<file path="config.mk">
export PLATFORM = sky130hd
export DESIGN_NAME = hid_descriptor_feature_extractor
export DESIGN_NICKNAME = d
export VERILOG_FILES = /design/src/rtl/hdfe_pkg.sv /design/src/rtl/hid_descriptor_feature_extractor.sv /design/src/rtl/hdfe_parser.sv /design/src/rtl/hdfe_rsp_fifo.sv
export SDC_FILE = /design/constraint.sdc
export NUM_CORES = 2
export LEC_CHECK = 0
export BUFFER_PORTS_ARGS = -buffer_cell sky130_fd_sc_hd__buf_2
export CAP_MARGIN = 25
export CORE_MARGIN = 1
export CORE_UTILIZATION = 35
export CTS_CLUSTER_DIAMETER = 150
export DETAILED_ROUTE_END_ITERATION = 8
export PLACE_DENSITY = 0.54
export SLEW_MARGIN = 20
export SYNTH_ARGS = -nofsm -noshare
export SYNTH_HDL_FRONTEND = slang
export SYNTH_SLANG_ARGS = --single-unit
</file>
<file path="constraint.sdc">
create_clock -name clock -period 6.35 [get_ports clock]
set_input_delay 0.635 -clock clock [delete_from_list [all_inputs] [get_ports clock]]
set_output_delay 0.635 -clock clock [all_outputs]
set_load 0.02 [all_outputs]
</file>
<file path="src/rtl/hdfe_pkg.sv">
// Package for the HID descriptor feature extractor: item tag codes, parser
// phases, limits and the result record type. No dependencies.
`default_nettype none

package hdfe_pkg;

   localparam int MAX_RECORDS = 16;
   localparam int USAGE_LIMIT = 24;
   localparam int MAX_DEPTH   = 15;

   localparam int RECORDS_W = $clog2(MAX_RECORDS + 1);
   localparam int TALLY_W   = $clog2(USAGE_LIMIT + 1);
   localparam int DEPTH_W   = $clog2(MAX_DEPTH + 1);

   localparam int INDEX_W    = 5;
   localparam int RSP_DATA_W = 264;
   localparam int FIFO_DEPTH = 3;

   typedef enum logic [1:0] {
      PH_TAG,
      PH_SHORT,
      PH_LSIZE,
      PH_LSKIP
   } phase_type;

   localparam logic [7:0] TAG_LONG       = 8'hFE;
   localparam logic [7:0] TAG_SIZE_MASK  = 8'h03;
   localparam logic [7:0] TAG_MASK       = 8'hFC;
   localparam logic [7:0] TAG_USAGE_PAGE = 8'h04;
   localparam logic [7:0] TAG_USAGE      = 8'h08;
   localparam logic [7:0] TAG_LOG_MIN    = 8'h14;
   localparam logic [7:0] TAG_LOG_MAX    = 8'h24;
   localparam logic [7:0] TAG_REP_SIZE   = 8'h74;
   localparam logic [7:0] TAG_REP_COUNT  = 8'h94;
   localparam logic [7:0] TAG_REP_ID     = 8'h84;
   localparam logic [7:0] TAG_USAGE_MIN  = 8'h18;
   localparam logic [7:0] TAG_USAGE_MAX  = 8'h28;
   localparam logic [7:0] TAG_COLLECTION = 8'hA0;
   localparam logic [7:0] TAG_END_COLL   = 8'hC0;
   localparam logic [7:0] TAG_INPUT      = 8'h80;
   localparam logic [7:0] TAG_OUTPUT     = 8'h90;
   localparam logic [7:0] TAG_FEATURE    = 8'hB0;

   localparam logic [31:0] USAGE_ID_MIN = 32'h0000_001F;

   localparam logic KIND_FEATURE = 1'b0;
   localparam logic KIND_END     = 1'b1;

   typedef struct packed {
      logic                 kind;
      logic [INDEX_W-1:0]   index;
      logic [31:0]          coll_usage;
      logic [31:0]          usage_value;
      logic [31:0]          report_ident;
      logic [31:0]          report_bits;
      logic [31:0]          report_fields;
      logic [31:0]          logical_low;
      logic [31:0]          logical_high;
      logic [31:0]          feature_flags;
      logic                 is_last;
   } rsp_item_type;

   typedef struct packed {
      logic [1:0]   count;
      rsp_item_type first;
      rsp_item_type second;
   } push_type;

   function automatic logic [2:0] data_len(input logic [1:0] size_code);
      logic [2:0] len;
      unique case (size_code)
         2'd0:    len = 3'd0;
         2'd1:    len = 3'd1;
         2'd2:    len = 3'd2;
         default: len = 3'd4;
      endcase
      return len;
   endfunction

endpackage

`default_nettype wire

</file>
<file path="src/rtl/hid_descriptor_feature_extractor.sv">
// Top level of the HID report descriptor feature extractor: byte parser
// feeding a small result queue. Depends on hdfe_pkg, hdfe_parser, hdfe_rsp_fifo.
//
//   channel | direction | payload
//   req_*   | in        | tdata: descriptor byte; tlast: final byte
//   rsp_*   | out       | tdata: record fields; tuser: kind; tlast: last of byte
//
// One byte is taken per cycle while req_tready is high; its state update
// finishes in that cycle and its results (zero, one or two) enter the queue
// at the same edge. A result is registered in the queue before it appears on
// rsp. A byte giving two results needs two transfers of the single rsp port,
// so input stalls there. req_tready drops when the queue holds two or more
// results. Synchronous reset clears the parser and empties the queue.
`default_nettype none

module hid_descriptor_feature_extractor
   import hdfe_pkg::*;
(
   input  wire logic                  clock,
   input  wire logic                  reset,
   input  wire logic                  req_tvalid,
   output logic                       req_tready,
   input  wire logic [7:0]            req_tdata,  // data_byte
   input  wire logic                  req_tlast,  // last_byte
   output logic                       rsp_tvalid,
   input  wire logic                  rsp_tready,
   // record_index[4:0], coll_usage, usage_value, report_ident, report_bits,
   // report_fields, logical_low, logical_high, feature_flags, zero pad
   output logic [RSP_DATA_W-1:0]      rsp_tdata,
   output logic                       rsp_tuser,  // result_kind
   output logic                       rsp_tlast   // is_last
);

   push_type     push;
   logic         room;
   logic         accept;
   rsp_item_type item;

   assign req_tready = room;
   assign accept     = req_tvalid & room;

   hdfe_parser u_parser (
      .clock     (clock),
      .reset     (reset),
      .accept    (accept),
      .data_byte (req_tdata),
      .last_byte (req_tlast),
      .push      (push)
   );

   hdfe_rsp_fifo u_fifo (
      .clock     (clock),
      .reset     (reset),
      .push      (push),
      .room      (room),
      .out_valid (rsp_tvalid),
      .out_ready (rsp_tready),
      .out_item  (item)
   );

   assign rsp_tuser = item.kind;
   assign rsp_tlast = item.is_last;
   assign rsp_tdata = {3'b000, item.feature_flags, item.logical_high, item.logical_low,
                       item.report_fields, item.report_bits, item.report_ident,
                       item.usage_value, item.coll_usage, item.index};

endmodule

`default_nettype wire

</file>
<file path="src/rtl/hdfe_parser.sv">
// Descriptor byte parser: item assembly, local/global item state and result
// record generation. Depends on hdfe_pkg.
`default_nettype none

module hdfe_parser
   import hdfe_pkg::*;
(
   input  wire logic       clock,
   input  wire logic       reset,
   input  wire logic       accept,
   input  wire logic [7:0] data_byte,
   input  wire logic       last_byte,
   output push_type        push
);

   phase_type            phase_ff, phase_in;
   logic [7:0]           tag_ff, tag_in;
   logic [8:0]           left_ff, left_in;
   logic [31:0]          accum_ff, accum_in;
   logic [15:0]          page_ff, page_in;
   logic [15:0]          first_ff, first_in;
   logic [TALLY_W-1:0]   tally_ff, tally_in;
   logic                 locked_ff, locked_in;
   logic [DEPTH_W-1:0]   depth_ff, depth_in;
   logic [RECORDS_W-1:0] records_ff, records_in;
   logic [31:0]          top_ff, top_in;
   logic [31:0]          usage_ff, usage_in;
   logic [31:0]          id_ff, id_in;
   logic [31:0]          size_ff, size_in;
   logic [31:0]          count_ff, count_in;
   logic [31:0]          lmin_ff, lmin_in;
   logic [31:0]          lmax_ff, lmax_in;

   logic        item_go;
   logic [7:0]  item_tag;
   logic [31:0] item_val;
   logic        clear_local;
   logic        feat_emit;
   logic [2:0]  got;
   logic [31:0] acc;
   logic [8:0]  left_dec;
   rsp_item_type feat_rec, end_rec;

   always_comb begin
      phase_in   = phase_ff;
      tag_in     = tag_ff;
      left_in    = left_ff;
      accum_in   = accum_ff;
      page_in    = page_ff;
      first_in   = first_ff;
      tally_in   = tally_ff;
      locked_in  = locked_ff;
      depth_in   = depth_ff;
      records_in = records_ff;
      top_in     = top_ff;
      usage_in   = usage_ff;
      id_in      = id_ff;
      size_in    = size_ff;
      count_in   = count_ff;
      lmin_in    = lmin_ff;
      lmax_in    = lmax_ff;
      item_go     = 1'b0;
      item_tag    = tag_ff;
      item_val    = accum_ff;
      clear_local = 1'b0;
      feat_emit   = 1'b0;
      got         = data_len(tag_ff[1:0]) - left_ff[2:0];
      acc         = accum_ff | (32'(data_byte) << {got[1:0], 3'b000});
      left_dec    = (left_ff != 9'd0) ? left_ff - 9'd1 : 9'd0;

      if (accept) begin
         unique case (phase_ff)
            PH_TAG: begin
               if (data_byte == TAG_LONG) begin
                  phase_in = PH_LSIZE;
               end else if ((data_byte & TAG_SIZE_MASK) == 8'h00) begin
                  item_go  = 1'b1;
                  item_tag = data_byte;
                  item_val = 32'h0;
               end else begin
                  tag_in   = data_byte;
                  left_in  = 9'(data_len(data_byte[1:0]));
                  accum_in = 32'h0;
                  phase_in = PH_SHORT;
               end
            end
            PH_SHORT: begin
               accum_in = acc;
               left_in  = left_dec;
               if (left_dec == 9'd0) begin
                  phase_in = PH_TAG;
                  item_go  = 1'b1;
                  item_val = acc;
               end
            end
            PH_LSIZE: begin
               left_in  = 9'(data_byte) + 9'd1;
               phase_in = PH_LSKIP;
            end
            PH_LSKIP: begin
               left_in = left_dec;
               if (left_dec == 9'd0) begin
                  phase_in = PH_TAG;
               end
            end
            default: phase_in = PH_TAG;
         endcase

         if (item_go) begin
            unique case (item_tag & TAG_MASK)
               TAG_USAGE_PAGE: page_in = item_val[15:0];
               TAG_USAGE: begin
                  if (!locked_ff && tally_ff < TALLY_W'(USAGE_LIMIT)) begin
                     if (item_val > USAGE_ID_MIN) begin
                        if (tally_ff == '0) begin
                           first_in = item_val[15:0];
                        end
                        tally_in = tally_ff + TALLY_W'(1);
                     end
                     usage_in = item_val;
                  end
               end
               TAG_LOG_MIN:   lmin_in  = item_val;
               TAG_LOG_MAX:   lmax_in  = item_val;
               TAG_REP_SIZE:  size_in  = item_val;
               TAG_REP_COUNT: count_in = item_val;
               TAG_REP_ID:    id_in    = item_val;
               TAG_USAGE_MIN: begin
                  first_in  = item_val[15:0];
                  locked_in = 1'b1;
               end
               TAG_USAGE_MAX: locked_in = 1'b1;
               TAG_COLLECTION: begin
                  if (depth_ff == '0) begin
                     top_in = {page_ff, first_ff};
                  end
                  if (depth_ff < DEPTH_W'(MAX_DEPTH)) begin
                     depth_in = depth_ff + DEPTH_W'(1);
                  end
                  clear_local = 1'b1;
               end
               TAG_END_COLL: begin
                  if (depth_ff != '0) begin
                     depth_in = depth_ff - DEPTH_W'(1);
                  end
               end
               TAG_INPUT, TAG_OUTPUT: clear_local = 1'b1;
               TAG_FEATURE: begin
                  if (records_ff < RECORDS_W'(MAX_RECORDS)) begin
                     feat_emit  = 1'b1;
                     records_in = records_ff + RECORDS_W'(1);
                  end
                  clear_local = 1'b1;
               end
               default: clear_local = 1'b0;
            endcase
            if (clear_local) begin
               tally_in  = '0;
               first_in  = 16'h0;
               locked_in = 1'b0;
            end
         end
      end

      feat_rec.kind          = KIND_FEATURE;
      feat_rec.index         = INDEX_W'(records_ff);
      feat_rec.coll_usage    = top_ff;
      feat_rec.usage_value   = usage_ff;
      feat_rec.report_ident  = id_ff;
      feat_rec.report_bits   = size_ff;
      feat_rec.report_fields = count_ff;
      feat_rec.logical_low   = lmin_ff;
      feat_rec.logical_high  = lmax_ff;
      feat_rec.feature_flags = item_val;
      feat_rec.is_last       = !last_byte;

      end_rec               = '0;
      end_rec.kind          = KIND_END;
      end_rec.index         = INDEX_W'(records_in);
      end_rec.is_last       = 1'b1;

      push.count  = {1'b0, feat_emit} + {1'b0, accept & last_byte};
      push.first  = feat_emit ? feat_rec : end_rec;
      push.second = end_rec;

      // end of descriptor: everything back to its reset value
      if (accept && last_byte) begin
         phase_in   = PH_TAG;
         tag_in     = 8'h0;
         left_in    = 9'd0;
         accum_in   = 32'h0;
         page_in    = 16'h0;
         first_in   = 16'h0;
         tally_in   = '0;
         locked_in  = 1'b0;
         depth_in   = '0;
         records_in = '0;
         top_in     = 32'h0;
         usage_in   = 32'h0;
         id_in      = 32'h0;
         size_in    = 32'h0;
         count_in   = 32'h0;
         lmin_in    = 32'h0;
         lmax_in    = 32'h0;
      end
   end

   always_ff @(posedge clock) begin
      if (reset) begin
         phase_ff   <= PH_TAG;
         tag_ff     <= 8'h0;
         left_ff    <= 9'd0;
         accum_ff   <= 32'h0;
         page_ff    <= 16'h0;
         first_ff   <= 16'h0;
         tally_ff   <= '0;
         locked_ff  <= 1'b0;
         depth_ff   <= '0;
         records_ff <= '0;
         top_ff     <= 32'h0;
         usage_ff   <= 32'h0;
         id_ff      <= 32'h0;
         size_ff    <= 32'h0;
         count_ff   <= 32'h0;
         lmin_ff    <= 32'h0;
         lmax_ff    <= 32'h0;
      end else begin
         phase_ff   <= phase_in;
         tag_ff     <= tag_in;
         left_ff    <= left_in;
         accum_ff   <= accum_in;
         page_ff    <= page_in;
         first_ff   <= first_in;
         tally_ff   <= tally_in;
         locked_ff  <= locked_in;
         depth_ff   <= depth_in;
         records_ff <= records_in;
         top_ff     <= top_in;
         usage_ff   <= usage_in;
         id_ff      <= id_in;
         size_ff    <= size_in;
         count_ff   <= count_in;
         lmin_ff    <= lmin_in;
         lmax_ff    <= lmax_in;
      end
   end

endmodule

`default_nettype wire

</file>
<file path="src/rtl/hdfe_rsp_fifo.sv">
// Three-entry result queue taking up to two records per cycle and handing
// out one per transfer. Depends on hdfe_pkg.
`default_nettype none

module hdfe_rsp_fifo
   import hdfe_pkg::*;
(
   input  wire logic  clock,
   input  wire logic  reset,
   input  wire push_type push,
   output logic       room,
   output logic       out_valid,
   input  wire logic  out_ready,
   output rsp_item_type out_item
);

   rsp_item_type entry_ff [FIFO_DEPTH];
   logic [1:0] wptr_ff, wptr_in;
   logic [1:0] rptr_ff, rptr_in;
   logic [1:0] cnt_ff, cnt_in;
   logic       pop;
   logic [1:0] wptr_next;

   function automatic logic [1:0] next_slot(input logic [1:0] ptr);
      return (ptr == 2'(FIFO_DEPTH - 1)) ? 2'd0 : ptr + 2'd1;
   endfunction

   assign pop       = out_valid & out_ready;
   assign out_valid = (cnt_ff != 2'd0);
   assign room      = (cnt_ff <= 2'd1);
   assign out_item  = entry_ff[rptr_ff];
   assign wptr_next = next_slot(wptr_ff);

   always_comb begin
      cnt_in  = cnt_ff + push.count - {1'b0, pop};
      rptr_in = pop ? next_slot(rptr_ff) : rptr_ff;
      unique case (push.count)
         2'd1:    wptr_in = wptr_next;
         2'd2:    wptr_in = next_slot(wptr_next);
         default: wptr_in = wptr_ff;
      endcase
   end

   always_ff @(posedge clock) begin
      if (push.count != 2'd0) begin
         entry_ff[wptr_ff] <= push.first;
      end
      if (push.count == 2'd2) begin
         entry_ff[wptr_next] <= push.second;
      end
   end

   always_ff @(posedge clock) begin
      if (reset) begin
         wptr_ff <= 2'd0;
         rptr_ff <= 2'd0;
         cnt_ff  <= 2'd0;
      end else begin
         wptr_ff <= wptr_in;
         rptr_ff <= rptr_in;
         cnt_ff  <= cnt_in;
      end
   end

endmodule

`default_nettype wire

</file>
==> flow_summary.yaml <==
run_status:
  status: "complete, no violations"
worst_setup_path:
  r2r_end: "u_fifo.entry_ff[1][166]"
  r2r_slack_ns: 1.13
  r2r-start: "u_parser.left_ff[0]"
  cp.arrival_ns: 5.86
  crit_required_ns: 6.98
  critical-path-slowest-cell: "or4_1"
  path_class: "register to register"
  r2r_cells: 12
  cp_max_fo: 46
  startpoint_type: "register"
  cpPeakStageDelay_ns: 0.75
  crit_path_cell_trace: "or4_4 > o21a_1 > or4_1 > a31oi_2 > and4bb_1 > inv_2 > ha_1 > or3b_2 > nor2_4 > buf_12 > buf_12 > a22o_1"
  endpoint: "u_fifo.entry_ff[1][166]"
  path_common_cell: "buf_12"
  crit_path_start: "u_parser.left_ff[0]"
  crit_path_end_kind: "register"
logic_synthesis:
  ys.flop_type: "dfxtp_1"
  synthMuxAreaShare_pct: 7.84
  synth_xor_area_share_pct: 0.370
  async_flop_share_pct: 0
  synth-compound-area-share_pct: 25.0
  yosys.area_share.simple_pct: 8.88
  postSynthAreaPerCell_um2: 10.0
  syn_area_um2: 42700
  ys_types: 76
  yosysSeqAreaShare_pct: 52.9
  synth-edff-count: 15
  netlist_instances: 4265
  synthAdderAreaFrac_pct: 0.516
  synth_top_family_by_area: "compound AO/OA/AOI/OAI gates"
  yosysWarnings: 0
  synth-seq-cells: 1119
grt:
  overflow: 0
  grt_pass1_vias: 31200
  use_met2_pct: 34.6
  grt_use_met3_pct: 2.99
  grt_use_total_pct: 22.1
  antenna_found_initial: 12
  grt_util_met1_pct: 31.7
  grt_start_max_net_pins: 167
  grt_pass1_wl_um: 207000
  top_usage_layer: "met2"
place:
  gp_congestion: 0.873
  dp.final_hpwl_um: 83900
  io_buffers: 277
  placed_area_um2: 45500
power_and_ir_drop:
  powerDensity_nw_per_um2: 315
  irDropWorstVdd_mv: 0.206
  p_leak_nw: 17.9
timing:
  finalMaxSlewViolations: 0
  rsz0062_at_grt: "false"
  hold_viol_final: 0
  finalSetupViolCount: 0
  period_share_pct: 82.3
  worst_pin_slew_ns: 1.26
  fin_setup_tns_ns: 0
  relSlewSlack_pct: 15.9
  fin_crit_ns: 5.22
  max_freq_mhz: 191
  clock_skew_ns: 0.0273
die:
  rows: 127
  dieArea_um2: 123000
  die_x_um: 351
  die_h_um: 351
  ios: 281
  core-area_um2: 120000
  initial_core_util_pct: 35.4
job:
  maxCapViolCount: 0
clock_tree:
  insertion_delay_ns: 0.70
  cts-root-buf: "clkbuf_16"
  clk_path_buf_depth: 3
  cts.repair.resized: 0
  cts_tree: "yes"
  hold_buffers: 0
  clkSinkCount: 1119
  htree_num_levels: 3
  post_cts_buffers: 0
  cts.clk_slew.worst_paths_ns: 0.06
  numCtsBuffers: 114
routing:
  remaining_drc_errors: 0
  antenna_left: 0
  vias: 33200
  dr.pass1.iters: 5
  drt_iter0_markers: 2604
  viasPerCell: 5.46
  wire_per_inst_um: 23.0
  wl_um: 140000
layout:
  drive_above_1_share_pct: 14.0
  layout.nets: 4395
  areaGrowthSynthToFinish_pct: 15.8
  final_cell_mix: "dfxtp_1 (1102), a22o_1 (687), nand2_1 (419)"
  design_area_um2: 49400
  mostFrequentLayoutCell: "dfxtp_1"
min_path:
  worstHoldStart: "req_tlast"
  hp-class: "primary input to register"
-- logic make-up after synthesis --
group           Yosys count
buf+inv                 421
other cells               1
mux                     334
simple gates            913
flops                  1119
xor+xnor                 18
fa+ha+maj                17
compound gates         1442
-- worst min path at each step --
stage                        endpoint  slack, ns  depth (start not counted)
6_report        u_fifo.entry_ff[2][0]       0.20                          2
3_5_place_dp    u_fifo.entry_ff[0][4]       0.44                          2
4_1_cts         u_fifo.entry_ff[2][0]       0.17                          2
5_1_grt         u_fifo.entry_ff[2][0]       0.19                          2
2_1_floorplan  u_fifo.entry_ff[0][12]       0.42                          2
3_3_place_gp   u_fifo.entry_ff[1][22]       0.43                          2
-- sequential cells by signal, summed over array words and instances (netlist names), 8 cells and up, named ones only --
register           count
u_parser.id_ff        32
u_parser.top_ff       32
u_parser.first_ff     16
u_parser.page_ff      16
u_parser.lmax_ff      32
u_parser.tag_ff        8
u_parser.size_ff      32
u_fifo.entry_ff      789
u_parser.usage_ff     32
u_parser.left_ff       9
u_parser.count_ff     32
u_parser.lmin_ff      32
u_parser.accum_ff     32
-- cell usage after synthesis (12+ instances only) --
cell type / instances / area share (%)
dfxtp_1: 1104 / 52
a22o_1: 687 / 14
nand2_1: 419 / 3.7
o21ai_0: 375 / 4.4
nor2_1: 356 / 3.1
mux2i_1: 334 / 7.8
clkbuf_1: 260 / 2.3
a211oi_1: 197 / 3.5
a21oi_1: 71 / 0.83
buf_2: 49 / 0.57
buf_4: 49 / 0.86
a22oi_1: 33 / 0.58
nand3_1: 31 / 0.36
buf_1: 27 / 0.24
inv_1: 23 / 0.20
o211ai_1: 18 / 0.32
ha_1: 16 / 0.47
or3_1: 16 / 0.23
edfxtp_1: 15 / 1.1
o31ai_1: 13 / 0.23
xnor2_1: 13 / 0.27
nand2b_1: 12 / 0.18
nand4_1: 12 / 0.18
nor4_1: 12 / 0.18
-- through the flow --
| step | hold slack (ns) | setup slack, ns | utilization, % | cells | power, W |
|---|---|---|---|---|---|
| 3_5_place_dp | 0.441 | 0.832 | 37.8 | 5859 | 0.00889 |
| 3_3_place_gp | 0.433 | 0.981 | 37.8 | 5857 | 0.00888 |
| 5_1_grt | 0.190 | 0.948 | 41.0 | 6068 | 0.0161 |
| 6_report | 0.204 | 1.13 | 41.0 | 6070 | 0.0156 |
| 2_1_floorplan | 0.424 | 1.37 | - | 4267 | 0.00833 |
| 4_1_cts | 0.166 | 1.18 | 41.0 | 6066 | 0.0157 |
-- final cells by class --
class                           count  area (um^2)
Sequential cell                  1119        22600
Inverter                           24         90.1
Clock inverter                     26          274
Antenna cell                        2         5.00
Timing Repair Buffer              379         2450
Clock buffer                      181         3570
Fill cell                       11800        71000
Tap cell                         1612         2020
Multi-Input combinational cell   2727        18400
-- per-layer routing --
metal	up-vias	routed length, um
met5	-	0
met4	0	3110
met3	154	7510
met2	944	62700
met1	16300	66300
li1	15800	-
-- worst max-delay path: cells and delay by family, from the launching register on --
kind                     cells  cell delay, ns
AND/OR/NAND/NOR              5            2.78
AO/OA/AOI/OAI                3            0.84
buffers and inverters        3            0.78
flip-flops                   1            0.38
adder cells (fa/ha/maj)      1            0.29
-- where the power goes --
group          switching [W]  leakage (nW)  internal, W
registers          0.0000879          9.03      0.00709
clock network        0.00281          1.91      0.00404
logic                0.00110          7.00     0.000449
total                0.00400          17.9       0.0116
Note: power is estimated with default switching activity, not from simulation.
